<file path="src/rtl/core/u8n1tx_pkg.sv">
// Package for the 8N1 serial transmitter: item types, register indexes,
// frame phases and queue sizing. No dependencies.
package u8n1tx_pkg;

  // Input item as it arrives on the channel
  typedef struct packed {
    logic       operation;
    logic [7:0] data_byte;
  } in_item_t;

  // Result item, one per input item
  typedef struct packed {
    logic tx_line;
    logic busy_res;
    logic load_accepted;
    logic holding_full;
  } out_item_t;

  // Operation codes
  localparam logic OP_TICK = 1'b0;
  localparam logic OP_LOAD = 1'b1;

  // Configuration register indexes and port sizing
  localparam int unsigned CfgIdxW  = 1;
  localparam int unsigned CfgDataW = 16;
  localparam logic [CfgIdxW-1:0] REG_BIT_PERIOD      = 1'b0;
  localparam logic [CfgIdxW-1:0] REG_DIVIDE_BY_EIGHT = 1'b1;

  localparam logic [CfgDataW-1:0] BitPeriodReset = 16'd104;

  // Frame sequencing
  typedef enum logic [1:0] {
    PH_IDLE  = 2'd0,
    PH_START = 2'd1,
    PH_DATA  = 2'd2,
    PH_STOP  = 2'd3
  } phase_e;

  localparam logic [3:0] DataBits = 4'd8;

  // Classified command held in the queue between front and back
  typedef struct packed {
    logic       is_load;
    logic [7:0] data_byte;
  } cmd_t;

  typedef struct packed {
    logic valid;
    cmd_t cmd;
  } cmd_slot_t;

  localparam int unsigned QueueDepth = 2;
  localparam int unsigned QueuePtrW  = 1;
  localparam int unsigned QueueCntW  = 2;

endpackage

</file>
<file path="src/rtl/core/u8n1tx_stream_if.sv">
// Valid/ready channel carrying one item of type T.
// Used for both the input and the result channel; no dependencies.
interface u8n1tx_stream_if #(
  parameter type T = logic
) ();
  logic valid;
  logic ready;
  T     data;

  modport source (output valid, output data, input ready);
  modport sink   (input valid, input data, output ready);
endinterface

</file>
<file path="src/rtl/core/u8n1tx_front.sv">
// Front end: takes input items and turns them into queue commands.
// Depends on u8n1tx_pkg and u8n1tx_stream_if.
module u8n1tx_front (
  u8n1tx_stream_if.sink          in_i,
  input  logic                   q_full_i,
  output u8n1tx_pkg::cmd_slot_t  push_o
);

  logic is_load;

  assign is_load    = (in_i.data.operation == u8n1tx_pkg::OP_LOAD);
  assign in_i.ready = ~q_full_i;

  always_comb begin
    push_o.valid         = in_i.valid & ~q_full_i;
    push_o.cmd.is_load   = is_load;
    // byte only matters on a load; ticks carry zero
    push_o.cmd.data_byte = is_load ? in_i.data.data_byte : 8'h00;
  end

endmodule

</file>
<file path="src/rtl/core/u8n1tx_queue.sv">
// Short command queue between the front end and the frame engine.
// Depends on u8n1tx_pkg.
module u8n1tx_queue (
  input  logic                   clk_i,
  input  logic                   rst_ni,
  input  u8n1tx_pkg::cmd_slot_t  push_i,
  output logic                   full_o,
  output u8n1tx_pkg::cmd_slot_t  head_o,
  input  logic                   pop_i
);

  u8n1tx_pkg::cmd_t                    mem_q [u8n1tx_pkg::QueueDepth];
  logic [u8n1tx_pkg::QueuePtrW-1:0]    wr_ptr_q, wr_ptr_d;
  logic [u8n1tx_pkg::QueuePtrW-1:0]    rd_ptr_q, rd_ptr_d;
  logic [u8n1tx_pkg::QueueCntW-1:0]    count_q, count_d;
  logic                                do_push, do_pop;

  assign full_o       = (count_q == u8n1tx_pkg::QueueCntW'(u8n1tx_pkg::QueueDepth));
  assign head_o.valid = (count_q != '0);
  assign head_o.cmd   = mem_q[rd_ptr_q];

  assign do_push = push_i.valid & ~full_o;
  assign do_pop  = pop_i & head_o.valid;

  always_comb begin
    wr_ptr_d = do_push ? wr_ptr_q + 1'b1 : wr_ptr_q;
    rd_ptr_d = do_pop  ? rd_ptr_q + 1'b1 : rd_ptr_q;
    count_d  = count_q;
    if (do_push && !do_pop) begin
      count_d = count_q + 1'b1;
    end else if (!do_push && do_pop) begin
      count_d = count_q - 1'b1;
    end
  end

  always_ff @(posedge clk_i or negedge rst_ni) begin
    if (!rst_ni) begin
      wr_ptr_q <= '0;
      rd_ptr_q <= '0;
      count_q  <= '0;
    end else begin
      wr_ptr_q <= wr_ptr_d;
      rd_ptr_q <= rd_ptr_d;
      count_q  <= count_d;
    end
  end

  always_ff @(posedge clk_i) begin
    if (do_push) begin
      mem_q[wr_ptr_q] <= push_i.cmd;
    end
  end

endmodule

</file>
<file path="src/rtl/core/u8n1tx_back.sv">
// Frame engine: runs one queued command per cycle, unless out_o stalls,
// through the 8N1 framing state; holds the config and result registers.
// Depends on u8n1tx_pkg and u8n1tx_stream_if.
module u8n1tx_back #(
  parameter int unsigned PERIOD_WIDTH = 16
) (
  input  logic                                 clk_i,
  input  logic                                 rst_ni,
  input  logic                                 cfg_we_i,
  input  logic [u8n1tx_pkg::CfgIdxW-1:0]       cfg_idx_i,
  input  logic [u8n1tx_pkg::CfgDataW-1:0]      cfg_wdata_i,
  input  u8n1tx_pkg::cmd_slot_t                head_i,
  output logic                                 pop_o,
  u8n1tx_stream_if.source                      out_o
);

  localparam int unsigned ExtW =
    (PERIOD_WIDTH > u8n1tx_pkg::CfgDataW) ? PERIOD_WIDTH : u8n1tx_pkg::CfgDataW;

  // configuration
  logic [u8n1tx_pkg::CfgDataW-1:0] bit_period_q;
  logic                            div8_q;

  // frame state
  u8n1tx_pkg::phase_e      phase_q, phase_d;
  logic [7:0]              shift_q, shift_d;
  logic [3:0]              bit_cnt_q, bit_cnt_d;
  logic [PERIOD_WIDTH-1:0] per_q, per_d;
  logic [2:0]              presc_q, presc_d;
  logic                    line_q, line_d;
  logic [7:0]              hold_byte_q, hold_byte_d;
  logic                    hold_valid_q, hold_valid_d;

  // result register
  logic                    out_valid_q, out_valid_d;
  u8n1tx_pkg::out_item_t   out_data_q, out_data_d;

  logic [ExtW-1:0]         bp_ext;
  logic [PERIOD_WIDTH-1:0] bp_cut;
  logic [PERIOD_WIDTH-1:0] limit;
  logic [PERIOD_WIDTH:0]   per_inc;
  logic                    accepted;
  logic                    tick_go;

  assign bp_ext  = ExtW'(bit_period_q);
  assign bp_cut  = bp_ext[PERIOD_WIDTH-1:0];
  assign limit   = (bp_cut == '0) ? PERIOD_WIDTH'(1) : bp_cut;
  assign per_inc = {1'b0, per_q} + (PERIOD_WIDTH + 1)'(1);

  assign pop_o     = head_i.valid & (~out_valid_q | out_o.ready);
  assign out_o.valid = out_valid_q;
  assign out_o.data  = out_data_q;

  always_comb begin
    phase_d      = phase_q;
    shift_d      = shift_q;
    bit_cnt_d    = bit_cnt_q;
    per_d        = per_q;
    presc_d      = presc_q;
    line_d       = line_q;
    hold_byte_d  = hold_byte_q;
    hold_valid_d = hold_valid_q;
    accepted     = 1'b0;
    tick_go      = 1'b0;

    if (pop_o) begin
      if (!head_i.cmd.is_load) begin
        if (phase_q != u8n1tx_pkg::PH_IDLE) begin
          tick_go = 1'b1;
          if (div8_q) begin
            presc_d = presc_q + 3'd1;
            if (presc_d != 3'd0) begin
              tick_go = 1'b0;
            end
          end else begin
            presc_d = 3'd0;
          end
          if (tick_go) begin
            if (per_inc >= {1'b0, limit}) begin
              per_d = '0;
              // end of one serial bit
              case (phase_q)
                u8n1tx_pkg::PH_START: begin
                  phase_d   = u8n1tx_pkg::PH_DATA;
                  line_d    = shift_q[0];
                  shift_d   = {1'b0, shift_q[7:1]};
                  bit_cnt_d = bit_cnt_q + 4'd1;
                end
                u8n1tx_pkg::PH_DATA: begin
                  if (bit_cnt_q < u8n1tx_pkg::DataBits) begin
                    line_d    = shift_q[0];
                    shift_d   = {1'b0, shift_q[7:1]};
                    bit_cnt_d = bit_cnt_q + 4'd1;
                  end else begin
                    phase_d = u8n1tx_pkg::PH_STOP;
                    line_d  = 1'b1;
                  end
                end
                u8n1tx_pkg::PH_STOP: begin
                  bit_cnt_d = 4'd0;
                  presc_d   = 3'd0;
                  if (hold_valid_q) begin
                    // back-to-back frame from the holding register
                    hold_valid_d = 1'b0;
                    phase_d      = u8n1tx_pkg::PH_START;
                    shift_d      = hold_byte_q;
                    line_d       = 1'b0;
                  end else begin
                    phase_d = u8n1tx_pkg::PH_IDLE;
                    line_d  = 1'b1;
                  end
                end
                default: begin
                  phase_d = phase_q;
                end
              endcase
            end else begin
              per_d = per_inc[PERIOD_WIDTH-1:0];
            end
          end
        end
      end else if (!hold_valid_q) begin
        accepted = 1'b1;
        if (phase_q == u8n1tx_pkg::PH_IDLE) begin
          phase_d   = u8n1tx_pkg::PH_START;
          shift_d   = head_i.cmd.data_byte;
          bit_cnt_d = 4'd0;
          per_d     = '0;
          presc_d   = 3'd0;
          line_d    = 1'b0;
        end else begin
          hold_byte_d  = head_i.cmd.data_byte;
          hold_valid_d = 1'b1;
        end
      end
    end

    out_data_d.tx_line       = line_d;
    out_data_d.busy_res      = (phase_d != u8n1tx_pkg::PH_IDLE) | hold_valid_d;
    out_data_d.load_accepted = accepted;
    out_data_d.holding_full  = hold_valid_d;

    if (pop_o) begin
      out_valid_d = 1'b1;
    end else if (out_o.ready) begin
      out_valid_d = 1'b0;
    end else begin
      out_valid_d = out_valid_q;
    end
  end

  always_ff @(posedge clk_i or negedge rst_ni) begin
    if (!rst_ni) begin
      bit_period_q <= u8n1tx_pkg::BitPeriodReset;
      div8_q       <= 1'b0;
    end else if (cfg_we_i) begin
      case (cfg_idx_i)
        u8n1tx_pkg::REG_BIT_PERIOD:      bit_period_q <= cfg_wdata_i;
        u8n1tx_pkg::REG_DIVIDE_BY_EIGHT: div8_q       <= cfg_wdata_i[0];
        default: begin
          div8_q <= div8_q;
        end
      endcase
    end
  end

  always_ff @(posedge clk_i or negedge rst_ni) begin
    if (!rst_ni) begin
      phase_q      <= u8n1tx_pkg::PH_IDLE;
      shift_q      <= 8'h00;
      bit_cnt_q    <= 4'd0;
      per_q        <= '0;
      presc_q      <= 3'd0;
      line_q       <= 1'b1;
      hold_valid_q <= 1'b0;
      out_valid_q  <= 1'b0;
    end else begin
      phase_q      <= phase_d;
      shift_q      <= shift_d;
      bit_cnt_q    <= bit_cnt_d;
      per_q        <= per_d;
      presc_q      <= presc_d;
      line_q       <= line_d;
      hold_valid_q <= hold_valid_d;
      out_valid_q  <= out_valid_d;
    end
  end

  always_ff @(posedge clk_i) begin
    hold_byte_q <= hold_byte_d;
    if (pop_o) begin
      out_data_q <= out_data_d;
    end
  end

endmodule

</file>
<file path="src/rtl/core/uart_8n1_transmitter_top.sv">
// Channel      Dir  Modport  Payload
// in_i         in   sink     operation, data_byte (tick or byte load)
// out_o        out  source   tx_line, busy_res, load_accepted, holding_full
// cfg_*        in   -        write enable, register index, 16-bit data
//
// One item per clock sustained while out_o is ready; an accepted item is
// written to the queue, then popped into the result register once it is free.
// The 2-entry command queue decouples in_i from out_o; in_i.ready drops only
// when the queue is full because out_o is stalled.
// Reset clears the queue, frame state and result register; line idles high.
//
// Top level of the 8N1 transmitter: front end, command queue, frame engine.
// Depends on u8n1tx_pkg, u8n1tx_stream_if and the u8n1tx_* modules.
module uart_8n1_transmitter_top #(
  parameter int unsigned PERIOD_WIDTH = 16
) (
  input  logic                             clk_i,
  input  logic                             rst_ni,
  input  logic                             cfg_we_i,
  input  logic [u8n1tx_pkg::CfgIdxW-1:0]   cfg_idx_i,
  input  logic [u8n1tx_pkg::CfgDataW-1:0]  cfg_wdata_i,
  u8n1tx_stream_if.sink                    in_i,
  u8n1tx_stream_if.source                  out_o
);

  u8n1tx_pkg::cmd_slot_t push;
  u8n1tx_pkg::cmd_slot_t head;
  logic                  q_full;
  logic                  pop;

  u8n1tx_front u_front (
    .in_i     (in_i),
    .q_full_i (q_full),
    .push_o   (push)
  );

  u8n1tx_queue u_queue (
    .clk_i  (clk_i),
    .rst_ni (rst_ni),
    .push_i (push),
    .full_o (q_full),
    .head_o (head),
    .pop_i  (pop)
  );

  u8n1tx_back #(
    .PERIOD_WIDTH (PERIOD_WIDTH)
  ) u_back (
    .clk_i       (clk_i),
    .rst_ni      (rst_ni),
    .cfg_we_i    (cfg_we_i),
    .cfg_idx_i   (cfg_idx_i),
    .cfg_wdata_i (cfg_wdata_i),
    .head_i      (head),
    .pop_o       (pop),
    .out_o       (out_o)
  );

endmodule

</file>
<file path="src/flat_wrapper.sv">
// flat-port wrapper written by rule: the top's interface ports become plain ports
module uart_8n1_transmitter_top_flat 
#(
  parameter int unsigned PERIOD_WIDTH = 16
)
  (clk_i, rst_ni, cfg_we_i, cfg_idx_i, cfg_wdata_i, in_i_valid, in_i_data, in_i_ready, out_o_valid, out_o_data, out_o_ready);
  u8n1tx_stream_if #(.T(u8n1tx_pkg::in_item_t)) in_i_i ();
  u8n1tx_stream_if #(.T(u8n1tx_pkg::out_item_t)) out_o_i ();
  input  logic clk_i;
  input  logic rst_ni;
  input  logic cfg_we_i;
  input  logic [u8n1tx_pkg::CfgIdxW-1:0] cfg_idx_i;
  input  logic [u8n1tx_pkg::CfgDataW-1:0] cfg_wdata_i;
  input wire logic [$bits(in_i_i.valid)-1:0] in_i_valid;
  input wire logic [$bits(in_i_i.data)-1:0] in_i_data;
  output wire logic [$bits(in_i_i.ready)-1:0] in_i_ready;
  output wire logic [$bits(out_o_i.valid)-1:0] out_o_valid;
  output wire logic [$bits(out_o_i.data)-1:0] out_o_data;
  input wire logic [$bits(out_o_i.ready)-1:0] out_o_ready;
  assign in_i_i.valid = in_i_valid;
  assign in_i_i.data = in_i_data;
  assign in_i_ready = in_i_i.ready;
  assign out_o_valid = out_o_i.valid;
  assign out_o_data = out_o_i.data;
  assign out_o_i.ready = out_o_ready;
  uart_8n1_transmitter_top #(.PERIOD_WIDTH(PERIOD_WIDTH)) u_core (.clk_i(clk_i), .rst_ni(rst_ni), .cfg_we_i(cfg_we_i), .cfg_idx_i(cfg_idx_i), .cfg_wdata_i(cfg_wdata_i), .in_i(in_i_i), .out_o(out_o_i));
endmodule
</file>
<file path="config.mk">
export PLATFORM = sky130hd
export DESIGN_NAME = uart_8n1_transmitter_top_flat
export DESIGN_NICKNAME = d
export VERILOG_FILES = /design/src/rtl/core/u8n1tx_pkg.sv /design/src/rtl/core/u8n1tx_stream_if.sv /design/src/rtl/core/u8n1tx_front.sv /design/src/rtl/core/u8n1tx_queue.sv /design/src/rtl/core/u8n1tx_back.sv /design/src/rtl/core/uart_8n1_transmitter_top.sv /design/src/flat_wrapper.sv
export SDC_FILE = /design/constraint.sdc
export NUM_CORES = 1
export LEC_CHECK = 0
export BUFFER_PORTS_ARGS = -buffer_cell sky130_fd_sc_hd__buf_2
export CORE_ASPECT_RATIO = 1.5
export CORE_UTILIZATION = 60
export CTS_BUF_LIST = sky130_fd_sc_hd__clkbuf_16
export DETAILED_ROUTE_END_ITERATION = 12
export PLACE_DENSITY = 0.87
export SLEW_MARGIN = 20
export SYNTH_ARGS = -nofsm -noshare
export SYNTH_HDL_FRONTEND = slang
export SYNTH_SLANG_ARGS = --single-unit
</file>
<file path="constraint.sdc">
create_clock -name clk_i -period 7.6 [get_ports clk_i]
set_input_delay 1.52 -clock clk_i [delete_from_list [all_inputs] [get_ports clk_i]]
set_output_delay 1.52 -clock clk_i [all_outputs]
set_load 0.03 [all_outputs]
</file>
======== Word level (Yosys, flattened, before mapping) ========
Memory sizes are Yosys's and may differ from the RTL's.
Index checks and enable logic that the tools add are counted.
word-level totals
  bits in registers ....................... 69
  bits in writable memories ............... 18
  memory bits (read-only) ................. 0
  memories ................................ 1
  latch bits .............................. 0
  output and inout bits ................... 6
cells by class
  order comparisons ....................... 2
  bitwise gates (word level) .............. 11
  mux-type cells .......................... 72
  equal/unequal tests ..................... 8
  shifts and indexed selects .............. 0
  add/subtract/negate cells ............... 7
  reductions and logical operators ........ 23
  multiply operators ...................... 0
  divide/modulo/power cells ............... 0
memories
  name                  words  bits a word  read ports  clocked after Yosys merged registers in  wr ports  RTL line            RTL
  u_core.u_queue.mem_q  2      9            1           0                                        1         u8n1tx_queue.sv:12  u8n1tx_pkg::cmd_t mem_q [u8n1tx_pkg::QueueDepth];
operator list
  operator                                        number
  two-way mux 16 bit                              7
  two-way mux 8 bit                               9
  two-way mux 4 bit                               7
  two-way mux 1 bit                               27
  two-way mux 3 bit                               8
  one-hot mux 8 bit (3 select lines)              1
  two-way mux 2 bit                               10
  adder 16 x 1 -> 17 bit (second input constant)  1
  greater-or-equal comparator 17 x 16 -> 1 bit    1
  zero test 16 bit                                1
  nonzero test 2 bit                              8
  one-hot mux 4 bit (3 select lines)              1
  AND reduction 9 bit                             1
  AND reduction 4 bit                             2
  AND reduction 8 bit                             1
  equality test 2 bit (second input constant)     3
  inequality test 3 bit (second input constant)   2
  one-hot mux 2 bit (3 select lines)              1
  inverter 1 bit                                  5
  AND reduction 5 bit                             1
  adder 4 x 1 -> 4 bit (second input constant)    1
  bitwise AND 1 bit                               4
  < comparator 4 bit (second input constant)      1
  AND reduction 2 bit                             2
  other kinds (14)                                18

======== Longest topological paths before layout ========
  depth in word-level cells ............... 13
  gate-level depth with buffers ........... 15
  mapped depth without buffers ............ 14

======== By module ========
Synthesis repeated with hierarchy kept, for this count alone.
second synthesis, totals
  cell total of the unflattened synthesis .. 434
  area, all modules ....................... 4720.8 sq um
by module, submodules not included
  module        area an instance (sq um)  cells an instance  sequential area each (sq um)  times used
  u8n1tx_back   3801.1                    376                1691.6                        1
  u8n1tx_queue  852.1                     47                 640.6                         1
  u8n1tx_front  67.6                      11                 0.0                           1

======== Least setup slack after synthesis ========
Ideal clock, no wire load.
  kind .................................... register to register
  start ................................... reg u_core.u_back.per_q[2]
  end ..................................... reg u_core.u_back.shift_q[0]
  stages on the path, launching flop included .. 15
  setup time .............................. 0.126 ns
  required time ........................... 7.474 ns
  data arrival time ....................... 3.088 ns
  slack ................................... 4.386 ns
  cells stage by stage .................... dfrtp_1 nand3_4 nor2_2 and3_1 and3_1 nand3_1 xnor2_1 ha_1 nand4_1 o221ai_1 a31o_2 o21a_1 o2111ai_2 nor3_1 a221o_1
between the ends
  word-level cells in the longest chain between the ends .. 4
ends and longest elaborated chain
  item                                          RTL line            RTL
  start, declared                               u8n1tx_back.sv:28   logic [PERIOD_WIDTH-1:0] per_q, per_d;
  start signal, assigned                        u8n1tx_back.sv:181  per_q <= per_d;
  adder 16 x 1 -> 17 bit                        u8n1tx_back.sv:48   assign per_inc = {1'b0, per_q} + (PERIOD_WIDTH + 1)'(1);
  greater-or-equal comparator 17 x 16 -> 1 bit  u8n1tx_back.sv:79   if (per_inc >= {1'b0, limit}) begin
  nonzero test 2 bit (no line)                  --
  AND reduction 9 bit (no line)                 --
  end signal, assigned                          u8n1tx_back.sv:179  shift_q <= shift_d;
  end, declared                                 u8n1tx_back.sv:26   logic [7:0] shift_q, shift_d;
No other way between the ends.
A chain may end at the register's enable or synchronous reset.

======== Worst setup path in the final report ========
  start ................................... reg u_core.u_back.per_q[2]
  end ..................................... reg u_core.u_back.per_q[0]
between the ends
  word-level cells in the longest chain between the ends .. 6
ends and longest elaborated chain
  item                                          RTL line           RTL
  adder 16 x 1 -> 17 bit                        u8n1tx_back.sv:48
  greater-or-equal comparator 17 x 16 -> 1 bit  u8n1tx_back.sv:79
  two-way mux 16 bit                            u8n1tx_back.sv:79
  two-way mux 16 bit                            u8n1tx_back.sv:78  if (tick_go) begin
  two-way mux 16 bit                            u8n1tx_back.sv:68  if (phase_q != u8n1tx_pkg::PH_IDLE) begin
  two-way mux 16 bit                            u8n1tx_back.sv:67  if (!head_i.cmd.is_load) begin
No other way between the ends. The select of a mux whose other input is x is not followed.

==> results by stage <==
Floorplan:
- The initial cell density of the core is 63.1%.
- The die area is 8070 µm².
- The region available for standard cell placement spans 7320 µm².
- The height of the chip is 109 µm.
- From left edge to right edge, the die measures 73.7 µm.
- The floorplan has 38 rows.
- During I/O placement, the number of pins put on the boundary was 37.

Clocking:
- The clock insertion delay at the later pin of the skew report is 0.35 ns.
- The maximum number of buffers from clock root to sink is 2.
- The root buffer cell chosen for the clock tree is sky130_fd_sc_hd__clkbuf_16.
- After clock tree synthesis, the clock-pin slew on the worst setup and hold paths is 0.06 ns.
- The H-tree was split into 3 levels.
- The clock buffer count from CTS is 9.
- The tree built by TritonCTS fans out to 87 sinks.
- After clock tree synthesis, the flow added hold-fix buffers numbering 0.
- TritonCTS built the clock tree.
- After clock tree synthesis, the setup repair step added 0 buffers.
- The count of instances resized after the clock tree is built is 0.

Place:
- The pre-CTS setup slack is 3.88 ns.
- The detailed-placement wirelength estimate is 7.33 mm.
- The number of input and output port buffers inserted is 36.
- The final weighted congestion in routability-driven placement is 0.951.

Setup path:
- The worst register-to-register path begins at u_core.u_back.per_q[2].
- The endpoint identified for the worst register-to-register timing path is u_core.u_back.per_q[0].
- The worst-path maximum fanout is 15.
- The setup check on the worst reg-to-reg path leaves a slack of 3.78 ns.
- For the worst setup path, the data arrival time is 4.10 ns.
- At the worst endpoint, the required time is 7.88 ns.
- By startpoint and endpoint, the worst setup path is classified as flop to flop.
- STA classifies the critical path endpoint as a flop.
- The launch point of the worst path is u_core.u_back.per_q[2].
- STA classifies the critical path startpoint as a flop.
- The worst reg-to-reg path cell count is 14.

Final layout:
- The diode insertion count for antenna repair is 0.
- Fill cells in the final layout number 534.
- The net count reported at finish is 530.
- The share of post-route cells with drive strength above 1 is 18.4%.
- Relative to the synthesized area, the layout overhead comes to 13.2%.

Global routing:
- For this run the aggregate overflow at the end of global routing stands at 0.
- The number of antenna violations at the first check in global routing came to 0.
- The via count of the first global-routing pass is 3538.
- The first global-routing pass estimated 16.1 mm of wire.
- Global routing used 27.0% of the available tracks across all layers.
- The largest net degree at the start of global routing is 58.

Synth:
- The number of distinct library cells after synthesis is 58.
- The number of instances in the synthesized netlist is 433.
- By area the synthesized netlist is led by sky130_fd_sc_hd__dfrtp_1, sky130_fd_sc_hd__edfxtp_1, sky130_fd_sc_hd__ha_1.
- In this run, synthesis inferred 30 flip-flops with an integrated enable.
- The share of Yosys cell area claimed by the top area cell type is 28.7%.
- The post-synthesis async set-or-reset flop share is 65.5%.
- The total nets after synthesis is 491.
- Summing the sequential cell areas from Yosys gives 50.5% of the chip area.
- The post-synthesis cell type with the largest combined area is sky130_fd_sc_hd__dfrtp_1.
- The synthesized design contains 87 register bits.
- The number of warnings reported in the yosys synthesis log is 0.
- Summing every instance area after synthesis gives 4620 µm².
- The most common flop cell mapped by yosys is sky130_fd_sc_hd__dfrtp_1.
- The average cell area after synthesis is 10.7 µm².

Power:
- The fraction of power spent switching nets is 32.7%.
- Across the VDD grid, the largest voltage drop is 0.000218 V.
- The cell-internal power is 1.08 mW.
- Summed over all nets, the switching power comes to 0.525 mW.
- Sequential cells account for 41.1% of the total power.
- For this design the static power due to leakage is 2.30 nW.
- The power density normalized to cell area is 307 nW/µm².
- In this run, the combinational gates consume 27.4% of the power.
- Of the total power, the clock network draws 31.5%.

Detailed routing:
- The routed wire length per instance is 17.4 µm.
- After detailed routing, the met3 layer carries 379 µm of wire.
- After detailed routing, the number of vias per cell comes to 6.15.
- The count of nets left with antenna violations once routing finished came out at 0.
- The routed length on met2 is 5.51 mm.
- The detailed router put a total of 3.62 mm of wire on met1.
- The final route contains 3546 vias.
- After detailed routing, the number of remaining DRC violations is 0.
- The first routing iteration left 240 violations.
- The overall routed net length is 10.0 mm.
- The detailed-routing iteration count for the pre-antenna-repair pass is 4.
- The top layer reached by signal wires is met4.

STA:
- Adding up every negative setup slack in the final design gives 0 ns.
- The count of final max-slew check failures came to 0.
- The minimum hold slack is 0.514 ns.
- Setup repair after global routing left no endpoint under its margin.
- Headroom to the max-slew limit came out at 34.8%.
- The actual slew at the worst max-slew pin is 0.979 ns.
- The final critical-path share of the clock period is 50.2%.
- Timing would allow up to 0.262 GHz.
- The count of endpoints failing hold in the final timing report is 0.
- Between clock sinks in the finished design, the worst skew comes to 0.0113 ns.
- Across all setup checks in the final design, the least slack found is 3.78 ns.
- The shortest period the worst path allows is 3.82 ns.
- The count of endpoints failing setup in the final report is 0.

Flow run:
- Across the run, the number of max-cap violations was 0.

Hold path:
- In this run the most critical hold path is launched from u_core.u_back.presc_q[1].
- The worst hold path terminates at u_core.u_back.presc_q[1].
- The worst hold path passes through 2 cells.
- The worst hold path belongs to the class flop to flop.

Status:
- The run finished with clean final reports.
worst max path at each step:
stage	to	slack (ns)	cells past startpoint
6_report	u_core.u_back.per_q[0]	3.78	14
5_1_grt	u_core.u_back.per_q[2]	3.43	14
4_1_cts	u_core.u_back.per_q[0]	3.82	14
3_5_place_dp	u_core.u_back.per_q[0]	3.88	14
3_3_place_gp	u_core.u_back.per_q[0]	3.96	14
2_1_floorplan	u_core.u_back.shift_q[0]	4.39	14
cells in the mapped netlist, types with 2 or more instances:
master / n
sky130_fd_sc_hd__and3_1: 6
sky130_fd_sc_hd__nand2_1: 47
sky130_fd_sc_hd__nor2_1: 19
sky130_fd_sc_hd__buf_6: 2
sky130_fd_sc_hd__nor4_1: 5
sky130_fd_sc_hd__nor3_1: 13
sky130_fd_sc_hd__a41o_1: 2
sky130_fd_sc_hd__mux2_2: 11
sky130_fd_sc_hd__nand4_1: 4
sky130_fd_sc_hd__edfxtp_1: 30
sky130_fd_sc_hd__xnor2_1: 10
sky130_fd_sc_hd__dfstp_2: 4
sky130_fd_sc_hd__o21ai_1: 3
sky130_fd_sc_hd__a22oi_1: 6
sky130_fd_sc_hd__inv_2: 2
sky130_fd_sc_hd__nor2_2: 4
sky130_fd_sc_hd__and2_1: 11
sky130_fd_sc_hd__ha_1: 27
sky130_fd_sc_hd__a22o_1: 11
sky130_fd_sc_hd__nand3_1: 8
sky130_fd_sc_hd__and4_1: 2
sky130_fd_sc_hd__clkbuf_1: 6
sky130_fd_sc_hd__o211ai_1: 5
sky130_fd_sc_hd__a21oi_1: 18
sky130_fd_sc_hd__xor2_1: 9
sky130_fd_sc_hd__inv_1: 23
sky130_fd_sc_hd__o21ai_0: 40
sky130_fd_sc_hd__o21a_1: 2
sky130_fd_sc_hd__nor2b_1: 7
sky130_fd_sc_hd__a221o_1: 7
sky130_fd_sc_hd__a32o_1: 2
sky130_fd_sc_hd__buf_2: 3
sky130_fd_sc_hd__a31oi_1: 3
sky130_fd_sc_hd__dfrtp_1: 53
sky130_fd_sc_hd__nand2b_1: 5
worst max-delay path: stages (launching register included):
cell and delay [ns]:
sky130_fd_sc_hd__dfrtp_1 0.47, sky130_fd_sc_hd__nand3_4 0.15, sky130_fd_sc_hd__nor2_2 0.18, sky130_fd_sc_hd__and3_1 0.26, sky130_fd_sc_hd__and3_1 0.26, sky130_fd_sc_hd__nand3_1 0.16, sky130_fd_sc_hd__xnor2_1 0.17, sky130_fd_sc_hd__ha_1 0.31
sky130_fd_sc_hd__nand4_1 0.12, sky130_fd_sc_hd__o221ai_1 0.13, sky130_fd_sc_hd__a31o_2 0.24, sky130_fd_sc_hd__o21ai_1 0.29, sky130_fd_sc_hd__nand3_2 0.29, sky130_fd_sc_hd__nor2_2 0.46, sky130_fd_sc_hd__mux2_2 0.25
layout make-up:
cell class / instances / area (µm²) / share of cell area (%)
clock buffers: 9 / 225 / 4.30
clock inverters: 7 / 119 / 2.27
inverters: 26 / 97.6 / 1.86
multi-input cells: 309 / 2130 / 40.7
flip-flops and latches: 87 / 2330 / 44.6
well taps: 100 / 125 / 2.39
repair buffers: 39 / 203 / 3.87
through the flow:
stage               instances  util, %  area (µm²)  total power [mW]
global placement          561     66.8        4890              1.07
floorplan                 433        -        4620             0.990
finish                    577     71.5        5230              1.61
detailed placement        561     66.8        4890              1.10
CTS                       577     71.5        5230              1.61
global route              577     71.5        5230              1.69
layer usage:
layer  vias up  GRT usage (%)
met3        39           5.96
met2       114           48.9
li1       1666              -
met1      1727           27.1
met5         -              0
met4         0           17.9
cells in the final DEF (no fill, tap or decap), types with 8 or more instances in the layout:
master	instances
sky130_fd_sc_hd__o21ai_0	40
sky130_fd_sc_hd__dfrtp_1	53
sky130_fd_sc_hd__edfxtp_1	30
sky130_fd_sc_hd__ha_1	27
sky130_fd_sc_hd__a22o_1	11
sky130_fd_sc_hd__xnor2_1	10
sky130_fd_sc_hd__and2_1	11
sky130_fd_sc_hd__nor3_1	13
sky130_fd_sc_hd__nand3_1	8
sky130_fd_sc_hd__inv_1	24
sky130_fd_sc_hd__xor2_1	9
sky130_fd_sc_hd__clkbuf_16	9
sky130_fd_sc_hd__mux2_2	11
sky130_fd_sc_hd__nand2_1	47
sky130_fd_sc_hd__buf_2	36
sky130_fd_sc_hd__nor2_1	19
sky130_fd_sc_hd__a21oi_1	18
state kept, by name, summed over array words and instances, names as in the netlist:
| name | flops |
|---|---|
| u_core.u_back.phase_q | 2 |
| u_core.u_back.per_q | 16 |
| u_core.u_back.bit_cnt_q | 4 |
| u_core.u_back.line_q | 1 |
| u_core.u_back.shift_q | 8 |
| u_core.u_queue.count_q | 2 |
| u_core.u_back.out_o.data | 4 |
| u_core.u_queue.wr_ptr_q | 1 |
| u_core.u_back.hold_valid_q | 1 |
| u_core.u_back.out_o.valid | 1 |
| u_core.u_back.hold_byte_q | 8 |
| u_core.u_queue.rd_ptr_q | 1 |
| u_core.u_back.presc_q | 3 |
| u_core.u_back.div8_q | 1 |
| u_core.u_back.bit_period_q | 16 |
| u_core.u_queue.mem_q | 18 |
power by group through the flow:
stage	clock, mW	sequential, mW	combinational (mW)
floorplan	0	0.650	0.340
global placement	0	0.659	0.412
detailed placement	0	0.664	0.437
CTS	0.511	0.659	0.439
global route	0.527	0.670	0.491
finish	0.505	0.661	0.441
kinds of logic (layout without fill, tap and decap cells):
kind of cell | after synthesis | count (layout) | share of synthesized area, %
compound gates | 112 | 112 | 16.6
xor+xnor | 19 | 19 | 3.60
fa+ha+maj | 27 | 27 | 7.31
buf+inv | 37 | 81 | 3.41
flops | 87 | 87 | 50.5
mux | 12 | 12 | 3.00
simple gates | 139 | 139 | 15.6
No activity file was read; power rests on OpenSTA's default activity.
